`src/rtl/rfp_pkg.sv`:
```
package rfp_pkg;

    // Fixed sizes of the message fields.
    localparam int MIN_PAYLOAD_BYTES = 16;
    localparam int BITRATE_WIDTH     = 64;
    localparam int RATE_PORT_W       = 64;
    localparam int MANT_W            = 18;
    localparam int EXP_W             = 6;
    // Mantissa shifted by the largest exponent.
    localparam int SHIFT_W           = MANT_W + (2 ** EXP_W) - 1;
    localparam int LEN_W             = 17;

    localparam logic [31:0] REMB_TAG = 32'h5245_4D42;

    // Byte positions within the payload.
    localparam logic [15:0] IDX_SENDER_END = 16'd3;
    localparam logic [15:0] IDX_MEDIA_END  = 16'd7;
    localparam logic [15:0] IDX_TAG_END    = 16'd11;
    localparam logic [15:0] IDX_COUNT      = 16'd12;
    localparam logic [15:0] IDX_EXP        = 16'd13;
    localparam logic [15:0] IDX_MANT_MID   = 16'd14;
    localparam logic [15:0] IDX_MANT_LOW   = 16'd15;
    localparam logic [15:0] IDX_LIST_START = 16'd16;
    localparam logic [15:0] IDX_MAX        = 16'hFFFF;

    // Result item kinds.
    localparam logic KIND_ENTRY  = 1'b0;
    localparam logic KIND_REPORT = 1'b1;

    // Report status codes.
    localparam logic [2:0] ST_OK        = 3'd0;
    localparam logic [2:0] ST_SHORT     = 3'd1;
    localparam logic [2:0] ST_BAD_IDENT = 3'd2;
    localparam logic [2:0] ST_TRUNC     = 3'd3;
    localparam logic [2:0] ST_OVERFLOW  = 3'd4;

    // Output queue.
    localparam int QUEUE_DEPTH = 4;
    localparam int QCOUNT_W    = 3;

    typedef struct packed {
        logic [7:0] data_byte;
        logic       last_byte;
    } in_item_t;

    typedef struct packed {
        logic                   item_kind;
        logic [31:0]            listed_ssrc;
        logic [31:0]            sender_ssrc;
        logic [31:0]            media_source_ssrc;
        logic [RATE_PORT_W-1:0] bitrate_bps;
        logic [7:0]             ssrc_count;
        logic [2:0]             parse_status;
        logic                   end_of_run;
    } out_item_t;

    typedef struct packed {
        logic [RATE_PORT_W-1:0] rate;
        logic                   overflow;
    } rate_t;

    typedef struct packed {
        logic has_room;
    } queue_status_t;

endpackage

```
`src/rtl/rfp_rate_decode.sv`:
```
module rfp_rate_decode (
    input  logic [rfp_pkg::MANT_W-1:0] mantissa,
    input  logic [rfp_pkg::EXP_W-1:0]  exponent,
    output rfp_pkg::rate_t             result
);

    logic [rfp_pkg::SHIFT_W-1:0] full;

    // The full shifted value is kept so that lost high bits show as overflow.
    always_comb begin
        full = rfp_pkg::SHIFT_W'(mantissa) << exponent;
        result.rate = rfp_pkg::RATE_PORT_W'(full[rfp_pkg::BITRATE_WIDTH-1:0]);
        result.overflow = |full[rfp_pkg::SHIFT_W-1:rfp_pkg::BITRATE_WIDTH];
    end

endmodule

```
`src/rtl/rfp_out_queue.sv`:
```
module rfp_out_queue (
    input  logic                     aclk,
    input  logic                     aresetn,
    input  logic [1:0]               push_cnt,
    input  rfp_pkg::out_item_t       push_first,
    input  rfp_pkg::out_item_t       push_second,
    output rfp_pkg::queue_status_t   status,
    output logic                     m_valid,
    input  logic                     m_ready,
    output rfp_pkg::out_item_t       m_item
);

    rfp_pkg::out_item_t             q_reg  [rfp_pkg::QUEUE_DEPTH];
    rfp_pkg::out_item_t             q_next [rfp_pkg::QUEUE_DEPTH];
    logic [rfp_pkg::QCOUNT_W-1:0]   count_reg;
    logic [rfp_pkg::QCOUNT_W-1:0]   count_next;
    logic [rfp_pkg::QCOUNT_W-1:0]   base;
    logic                           pop;

    assign m_valid          = (count_reg != '0);
    assign m_item           = q_reg[0];
    assign pop              = m_valid && m_ready;
    assign status.has_room  = (count_reg <= rfp_pkg::QCOUNT_W'(rfp_pkg::QUEUE_DEPTH - 2));

    // A shifting queue: the head always sits in slot zero.
    always_comb begin
        base = count_reg - rfp_pkg::QCOUNT_W'(pop);
        for (int i = 0; i < rfp_pkg::QUEUE_DEPTH - 1; i++) begin
            q_next[i] = pop ? q_reg[i+1] : q_reg[i];
        end
        q_next[rfp_pkg::QUEUE_DEPTH-1] = q_reg[rfp_pkg::QUEUE_DEPTH-1];
        for (int i = 0; i < rfp_pkg::QUEUE_DEPTH; i++) begin
            if ((push_cnt != 2'd0) && (rfp_pkg::QCOUNT_W'(i) == base)) begin
                q_next[i] = push_first;
            end
            if ((push_cnt == 2'd2) &&
                (rfp_pkg::QCOUNT_W'(i) == base + rfp_pkg::QCOUNT_W'(1))) begin
                q_next[i] = push_second;
            end
        end
        count_next = base + rfp_pkg::QCOUNT_W'(push_cnt);
    end

    always_ff @(posedge aclk) begin
        if (!aresetn) begin
            count_reg <= '0;
        end else begin
            count_reg <= count_next;
        end
    end

    always_ff @(posedge aclk) begin
        for (int i = 0; i < rfp_pkg::QUEUE_DEPTH; i++) begin
            q_reg[i] <= q_next[i];
        end
    end

    a_count_bound: assert property (@(posedge aclk) disable iff (!aresetn)
        count_reg <= rfp_pkg::QCOUNT_W'(rfp_pkg::QUEUE_DEPTH))
        else $error("output queue count beyond depth");

    a_pop_only: assert property (@(posedge aclk) disable iff (!aresetn)
        (pop && (push_cnt == 2'd0)) |=>
            (count_reg == $past(count_reg) - rfp_pkg::QCOUNT_W'(1)))
        else $error("output queue count wrong after pop");

    a_push_two: assert property (@(posedge aclk) disable iff (!aresetn)
        (!pop && (push_cnt == 2'd2)) |=>
            (count_reg == $past(count_reg) + rfp_pkg::QCOUNT_W'(2)))
        else $error("output queue count wrong after double push");

endmodule

```
`src/rtl/remb_feedback_parser_unit.sv`:
```
// A byte's results are written into the output queue at the edge that accepts
// it and are offered on the result channel once the items ahead have left.
// Throughput: one byte per cycle; s_ready falls only while the output queue
// holds more than two items, as one byte may cause two results.
// Reset: aresetn is synchronous and active low; it clears the parse state and
// empties the output queue.
module remb_feedback_parser_unit (
    input  logic                aclk,
    input  logic                aresetn,
    input  logic                s_valid,
    output logic                s_ready,
    input  rfp_pkg::in_item_t   s_item,
    output logic                m_valid,
    input  logic                m_ready,
    output rfp_pkg::out_item_t  m_item
);

    // Parse state for the packet in progress.
    logic [15:0]                byte_index_reg,    byte_index_next;
    logic [31:0]                word_shift_reg,    word_shift_next;
    logic [31:0]                sender_reg,        sender_next;
    logic [31:0]                media_reg,         media_next;
    logic                       ident_ok_reg,      ident_ok_next;
    logic [7:0]                 count_reg,         count_next;
    logic [rfp_pkg::EXP_W-1:0]  exponent_reg,      exponent_next;
    logic [rfp_pkg::MANT_W-1:0] mantissa_reg,      mantissa_next;
    logic [7:0]                 emitted_count_reg, emitted_count_next;

    logic                       accept;
    logic                       entry_fire;
    logic [rfp_pkg::LEN_W-1:0]  len;
    logic [rfp_pkg::LEN_W-1:0]  need_len;
    logic [1:0]                 push_cnt;
    rfp_pkg::rate_t             rate;
    rfp_pkg::out_item_t         entry_item;
    rfp_pkg::out_item_t         report_item;
    rfp_pkg::out_item_t         push_first;
    rfp_pkg::queue_status_t     q_status;

    assign s_ready = q_status.has_room;
    assign accept  = s_valid && s_ready;

    // Field capture. The report on a last byte sees the fields as updated by
    // that byte, so the decode works from the next-state values.
    always_comb begin
        word_shift_next    = {word_shift_reg[23:0], s_item.data_byte};
        sender_next        = sender_reg;
        media_next         = media_reg;
        ident_ok_next      = ident_ok_reg;
        count_next         = count_reg;
        exponent_next      = exponent_reg;
        mantissa_next      = mantissa_reg;
        emitted_count_next = emitted_count_reg;
        entry_fire         = 1'b0;

        case (byte_index_reg)
            rfp_pkg::IDX_SENDER_END: begin
                sender_next = word_shift_next;
            end
            rfp_pkg::IDX_MEDIA_END: begin
                media_next = word_shift_next;
            end
            rfp_pkg::IDX_TAG_END: begin
                ident_ok_next = (word_shift_next == rfp_pkg::REMB_TAG);
            end
            rfp_pkg::IDX_COUNT: begin
                count_next = s_item.data_byte;
            end
            rfp_pkg::IDX_EXP: begin
                // The low two bits of this byte open the mantissa.
                exponent_next = s_item.data_byte[7:2];
                mantissa_next = rfp_pkg::MANT_W'(s_item.data_byte);
            end
            rfp_pkg::IDX_MANT_MID, rfp_pkg::IDX_MANT_LOW: begin
                mantissa_next = {mantissa_reg[rfp_pkg::MANT_W-9:0], s_item.data_byte};
            end
            default: begin
                // Each fourth byte of the list completes an SSRC; bytes beyond
                // the announced count are ignored.
                if ((byte_index_reg >= rfp_pkg::IDX_LIST_START) &&
                    (byte_index_reg[1:0] == 2'b11) &&
                    (emitted_count_reg < count_reg)) begin
                    entry_fire         = 1'b1;
                    emitted_count_next = emitted_count_reg + 8'd1;
                end
            end
        endcase

        // The byte index saturates on very long payloads.
        byte_index_next = byte_index_reg;
        if (s_item.last_byte) begin
            byte_index_next = '0;
        end else if (byte_index_reg != rfp_pkg::IDX_MAX) begin
            byte_index_next = byte_index_reg + 16'd1;
        end
    end

    rfp_rate_decode u_rate (
        .mantissa (mantissa_next),
        .exponent (exponent_next),
        .result   (rate)
    );

    // Result items. Fields that do not belong to an item kind are zero.
    always_comb begin
        len      = rfp_pkg::LEN_W'(byte_index_reg) + rfp_pkg::LEN_W'(1);
        need_len = rfp_pkg::LEN_W'(rfp_pkg::MIN_PAYLOAD_BYTES) +
                   rfp_pkg::LEN_W'({count_next, 2'b00});

        entry_item                   = '0;
        entry_item.item_kind         = rfp_pkg::KIND_ENTRY;
        entry_item.listed_ssrc       = word_shift_next;
        entry_item.end_of_run        = !s_item.last_byte;

        report_item                  = '0;
        report_item.item_kind        = rfp_pkg::KIND_REPORT;
        report_item.end_of_run       = 1'b1;
        if (len < rfp_pkg::LEN_W'(rfp_pkg::MIN_PAYLOAD_BYTES)) begin
            report_item.parse_status = rfp_pkg::ST_SHORT;
        end else begin
            report_item.sender_ssrc       = sender_next;
            report_item.media_source_ssrc = media_next;
            if (!ident_ok_next) begin
                report_item.parse_status = rfp_pkg::ST_BAD_IDENT;
            end else if (len < need_len) begin
                report_item.ssrc_count   = count_next;
                report_item.parse_status = rfp_pkg::ST_TRUNC;
            end else begin
                report_item.ssrc_count   = count_next;
                report_item.bitrate_bps  = rate.rate;
                report_item.parse_status = rate.overflow ? rfp_pkg::ST_OVERFLOW
                                                         : rfp_pkg::ST_OK;
            end
        end

        // An entry completed by the last byte goes ahead of the report.
        push_first = entry_fire ? entry_item : report_item;
        push_cnt   = 2'd0;
        if (accept) begin
            push_cnt = 2'(entry_fire) + 2'(s_item.last_byte);
        end
    end

    rfp_out_queue u_queue (
        .aclk        (aclk),
        .aresetn     (aresetn),
        .push_cnt    (push_cnt),
        .push_first  (push_first),
        .push_second (report_item),
        .status      (q_status),
        .m_valid     (m_valid),
        .m_ready     (m_ready),
        .m_item      (m_item)
    );

    // A last byte returns the whole parse state to its reset value, ready for
    // the next packet.
    always_ff @(posedge aclk) begin
        if (!aresetn || (accept && s_item.last_byte)) begin
            byte_index_reg    <= '0;
            word_shift_reg    <= '0;
            sender_reg        <= '0;
            media_reg         <= '0;
            ident_ok_reg      <= 1'b0;
            count_reg         <= '0;
            exponent_reg      <= '0;
            mantissa_reg      <= '0;
            emitted_count_reg <= '0;
        end else if (accept) begin
            byte_index_reg    <= byte_index_next;
            word_shift_reg    <= word_shift_next;
            sender_reg        <= sender_next;
            media_reg         <= media_next;
            ident_ok_reg      <= ident_ok_next;
            count_reg         <= count_next;
            exponent_reg      <= exponent_next;
            mantissa_reg      <= mantissa_next;
            emitted_count_reg <= emitted_count_next;
        end
    end

    // No more entries leave than the message announces.
    a_emitted_bound: assert property (@(posedge aclk) disable iff (!aresetn)
        emitted_count_reg <= count_reg)
        else $error("more SSRC entries emitted than announced");

    // A last byte starts the next packet afresh.
    a_last_clears: assert property (@(posedge aclk) disable iff (!aresetn)
        (accept && s_item.last_byte) |=> (byte_index_reg == '0 && emitted_count_reg == '0))
        else $error("parse state not cleared after last byte");

    // Entries only appear once the header has been read.
    a_entry_in_list: assert property (@(posedge aclk) disable iff (!aresetn)
        entry_fire |-> (byte_index_reg >= rfp_pkg::IDX_LIST_START))
        else $error("SSRC entry emitted inside the header");

endmodule

```
`config.mk`:
```
export PLATFORM = sky130hd
export DESIGN_NAME = remb_feedback_parser_unit
export DESIGN_NICKNAME = d
export VERILOG_FILES = /design/src/rtl/rfp_pkg.sv /design/src/rtl/rfp_rate_decode.sv /design/src/rtl/rfp_out_queue.sv /design/src/rtl/remb_feedback_parser_unit.sv
export SDC_FILE = /design/constraint.sdc
export NUM_CORES = 2
export LEC_CHECK = 0
export BUFFER_PORTS_ARGS = -buffer_cell sky130_fd_sc_hd__buf_2
export CAP_MARGIN = 10
export CORE_ASPECT_RATIO = 0.5
export CORE_MARGIN = 2
export CORE_UTILIZATION = 30
export DETAILED_ROUTE_END_ITERATION = 10
export PLACE_DENSITY = 0.46
export SLEW_MARGIN = 20
export SYNTH_ARGS = -nofsm -noshare
export SYNTH_HDL_FRONTEND = slang
export SYNTH_SLANG_ARGS = --single-unit
```
`constraint.sdc`:
```
create_clock -name aclk -period 17.48 [get_ports aclk]
set_clock_uncertainty 0.1 [all_clocks]
set_input_delay 0.874 -clock aclk [delete_from_list [all_inputs] [get_ports aclk]]
set_output_delay 0.874 -clock aclk [all_outputs]
set_load 0.01 [all_outputs]
```
# Yosys cells after proc, flatten, opt, wreduce, memory -nomap -nowiden
# Memory sizes are Yosys's and may differ from the RTL's.
# Index checks and enable logic that the tools add are counted.
[totals]
word_cells = 99
n_memories = 1
out_inout_bits = 175
ram_bits = 692
inputBits = 13
ff_bits = 148
[op_classes]
n_eq_ne = 17
n_mux = 30
reduce_logical = 26
order_cmp = 5
bitwise = 1
shifts = 1
addsub = 8
[mem_list]
columns = ["name", "words", "word_bits", "rd", "rd_clocked_by_memory_dff", "wr", "line_no", "text"]
rows = [
  ["u_queue.q_reg", 4, 173, 4, 0, 4, "rfp_out_queue.sv:13", "rfp_pkg::out_item_t q_reg [rfp_pkg::QUEUE_DEPTH];"],
]
[op_table]
columns = ["cell", "count"]
rows = [
  ["$mux 173", 12],
  ["$mux 136", 1],
  ["$shl 18x6->81", 1],
  ["$eq 16x4->1 const B", 5],
  ["$mux 72", 1],
  ["$mux 32", 2],
  ["$mux 64", 1],
  ["$pmux 18 s2", 1],
  ["$eq 32x31->1 const B", 1],
  ["$mux 16", 2],
  ["$add 16x1->17 const B", 1],
  ["$lt 17x11->1", 1],
  ["$lt 17x5->1 const B", 1],
  ["$reduce_or 17->1", 1],
  ["$add 16x1->16 const B", 1],
  ["$eq 16x2->1 const B", 1],
  ["$eq 16x3->1 const B", 1],
  ["$ge 16x5->1 const B", 1],
  ["$ne 16x16->1 const B", 1],
  ["$logic_and 1x1->1", 13],
  ["$eq 2x3->1 const A", 4],
  ["$mux 3", 4],
  ["$add 5x10->11 const A", 1],
  ["$add 8x1->8 const B", 1],
  ["22 further kinds", 29],
]

# Depth between registers and ports, before layout
[logic_depth]
depth_word = 12
depth_mapped = 23
ltp_nobuf = 18

# By module
# From an unflattened synthesis, not the netlist that was laid out.
[unflattened]
hier_cells = 5073
hier_area_um2 = 48377.6
[by_module_without_submodules]
columns = ["module", "cells_per_inst", "area_per_inst_um2", "n_inst"]
rows = [
  ["rfp_out_queue", 3482, 37512.2, 1],
  ["remb_feedback_parser_unit", 1368, 9255.1, 1],
  ["rfp_rate_decode", 223, 1610.3, 1],
]

# Worst setup path after synthesis
# Ideal clock, no wire load.
[synth_path]
path_kind = "register to register"
startpoint = "register, netlist name count_reg[1]"
endpoint = "memory u_queue.q_reg[3][100] (netlist name) (enable)"
path_buffers = 5
path_slack_ns = 3.629
arrival_ns = 12.922
required_ns = 16.551
stages_incl_launch_ff = 18
setup_ns = 0.829
cell_sequence = "dfxtp_1 > inv_1 > ha_1 > a21o_1 > a21o_1 > a21o_1 > a21oi_1 > o21bai_1 > a31o_2 > clkbuf_1 > inv_2 > clkbuf_1 > clkbuf_1 > ha_1 > clkbuf_1 > nand4b_1 > clkbuf_1 > o21ai_0"
[synth_rtl]
columns = ["element", "line_no"]
rows = [
  ["end, declared", "rfp_out_queue.sv:13"],
]

==> impl_metrics.json <==
{
  "status": "completed",
  "finalCritPeriodShare_pct": 49.2,
  "synthTopCellsByCount": "edfxtp_1, nand2_1, a22o_1",
  "fmax_ghz": 0.116,
  "route.met2.wl_um": 54000,
  "period_needed_ns": 8.61,
  "dr_wl_met3_um": 6240,
  "synth.distinct_cells": 84,
  "die-area_um2": 128000,
  "drt_first_pass_iters": 5,
  "cts.sinks": 840,
  "grt_max_degree": 80,
  "hold_viol": 0,
  "rsz0062_at_grt": "false",
  "start_kind": "register",
  "max_cap_violations": 0,
  "p_switching_mw": 2.18,
  "die_w_um": 504,
  "static-leakage-power_nw": 15.0,
  "postLayoutCoreUtil_pct": 34.6,
  "tightest_slew_ns": 1.06,
  "top_layer": "met5",
  "grt_first_pass_wirelength_um": 175000,
  "die_y_um": 254,
  "async_reset_ff_share_pct": 0,
  "viasPerCell": 5.27,
  "clk_pin_slew_ns": 0.07,
  "synthCells": 3351,
  "clkPwrFrac_pct": 26.9,
  "peakVddDrop_mv": 0.0829,
  "drc": 0,
  "cts_tree": "built",
  "cp_data_arrival_time_ns": 8.78,
  "antenna_found_initial": 4,
  "yosysTopAreaCell": "edfxtp_1",
  "track_usage_pct": 17.8,
  "cts_max_level": 3,
  "postCtsSetupRepairBufs": 0,
  "cts_buffers": 84,
  "ctsResizeCount": 0,
  "drive_gt1_share_pct": 13.7,
  "first_global_vias": 26300,
  "holdBufCountCts": 0,
  "cp.required_ns": 17.66,
  "crit_path_end_kind": "register",
  "ios": 188,
  "clock_latency_ns": 0.67,
  "yosysMostFrequentCell": "edfxtp_1",
  "portBuffers": 187,
  "slew_headroom_pct": 29.0,
  "core_area_um2": 124000,
  "drv_slew": 0,
  "switching_share_pct": 33.1,
  "yosysWarnings": 0,
  "grt-ovfl-total": 0,
  "synth_area_leaders": "edfxtp_1, dfxtp_1, a22o_1",
  "synth_top_area_share_pct": 44.5,
  "netlist_area_um2": 37500,
  "syn-num-nets": 3391,
  "largest_reg_flops": 692,
  "finalNetCount": 3438,
  "avgSynthCellArea_um2": 11.2,
  "ys.flop_type": "edfxtp_1",
  "pwr-share-comb_pct": 27.3,
  "synth.yosys.seq_area_share_pct": 59.6,
  "p_int_mw": 4.40,
  "critPathKind": "register to register",
  "syn_to_final_growth_pct": 14.0,
  "synth-edff-count": 556,
  "wl_per_cell_um": 22.8,
  "drt_iter0_markers": 2226,
  "ant_nets": 0,
  "routed_wl_um": 117000,
  "diodes": 0,
  "initial_core_util_pct": 30.4,
  "clock_tree.root_cell": "clkbuf_16",
  "setup_tns_ns": 0,
  "power_density_nw_per_um2": 154,
  "drt-met1-wl_um": 54300,
  "num_rows": 91,
  "critical_path.max_fanout": 75,
  "dp.final_hpwl_um": 72000,
  "routabilityCongestion": 0.849,
  "seqPwrFrac_pct": 45.8,
  "clockBufferDepth": 3,
  "hold_path.class": "register to register",
  "ys_ff_latch": 840,
  "final-setup-viol-count": 0,
  "vias": 27100
}
==> layout by cell type, fill, tap and decap left out, types with 14 or more instances in the layout <==
cell | Yosys | layout
mux2_2 | 15 | 15
and2_1 | 42 | 41
edfxtp_1 | 556 | 556
clkbuf_1 | 250 | 28
nor3_1 | 92 | 90
a21oi_1 | 252 | 248
a22oi_1 | 14 | 14
a22o_1 | 327 | 327
a211oi_1 | 125 | 125
ha_1 | 26 | 26
nand4_1 | 39 | 39
dfxtp_1 | 284 | 284
inv_1 | 23 | 23
o21ai_0 | 109 | 108
mux2i_1 | 183 | 180
buf_4 | 5 | 74
and3_1 | 25 | 25
o21ai_1 | 17 | 17
nor2_1 | 225 | 220
nand3_1 | 78 | 77
nand2_1 | 401 | 395
buf_2 | 20 | 187
clkinv_2 | 0 | 15
clkbuf_16 | 0 | 86
o22ai_1 | 22 | 20
==> critical path: stages (launching register included) <==
cell and delay (ns):
dfxtp_1 0.32, or3_1 0.41, nand2_2 0.08, buf_4 0.62
clkinv_2 0.81, ha_1 0.46, ha_1 0.40, nor2_1 0.08
ha_1 0.28, nand4b_1 0.67, nor2_2 0.86, buf_4 0.44
nor2b_4 0.07, buf_6 0.34, nand2_4 0.51, buf_4 0.72
buf_4 0.83
==> power groups by stage <==
| stage | clock network (mW) | logic (mW) | registers [mW] |
|---|---|---|---|
| finish | 1.77 | 1.79 | 3.01 |
| global route | 1.90 | 1.96 | 3.06 |
| CTS | 1.82 | 1.82 | 3.03 |
| detailed placement | 0 | 1.82 | 3.06 |
| global placement | 0 | 1.79 | 3.06 |
| floorplan | 0 | 1.07 | 3.13 |
==> final cells by class <==
| cell class | instances | area (um2) |
|---|---|---|
| inverters | 25 | 96.3 |
| clock inverters | 31 | 258 |
| clock buffers | 121 | 2350 |
| fillers | 12400 | 80900 |
| multi-input cells | 2184 | 14100 |
| flip-flops and latches | 840 | 22400 |
| repair buffers | 263 | 1510 |
| well taps | 1674 | 2090 |
==> layer usage <==
layer / vias up / track usage, %
li1: 12700 / -
met3: 132 / 3.15
met2: 683 / 29.0
met5: - / 0
met1: 13500 / 24.8
met4: 2 / 4.29
==> final timing paths <==
kind,startpoint,endpoint,slack [ns],cells after the start
worst max register to register,u_queue.count_reg[0],u_queue.q_reg[2][68],8.87,16
worst min-delay path,sender_reg[20],sender_reg[20],0.35,2
worst max-delay path,u_queue.count_reg[0],u_queue.q_reg[2][68],8.87,16
worst min register to register,sender_reg[20],sender_reg[20],0.35,2
==> cell families (layout without fill, tap and decap cells) <==
logic type / Yosys count / count (layout) / synth area share, %
adders and majority gates: 27 / 27 / 0.920
muxes: 202 / 202 / 5.52
and+or+nand+nor: 992 / 992 / 12.3
DFF: 840 / 840 / 59.6
buffers and inverters: 327 / 440 / 3.41
xor gates and xnor gates: 19 / 19 / 0.443
AOI/OAI and AO/OA: 944 / 944 / 17.8
==> metrics by stage <==
step                      instance area, um2  setup WS, ns  hold WS (ns)  power (mW)  std cells
after global routing                   42800          8.33         0.366        6.92       5138
after detailed placement               40200          8.38         0.346        4.88       4986
after global placement                 40200          8.46         0.342        4.85       4986
after CTS                              42800          8.55         0.354        6.67       5138
final                                  42800          8.87         0.352        6.58       5138
after floorplan                        37500          3.63         0.323        4.20       3351
Note: power is estimated with default switching activity, not from simulation.
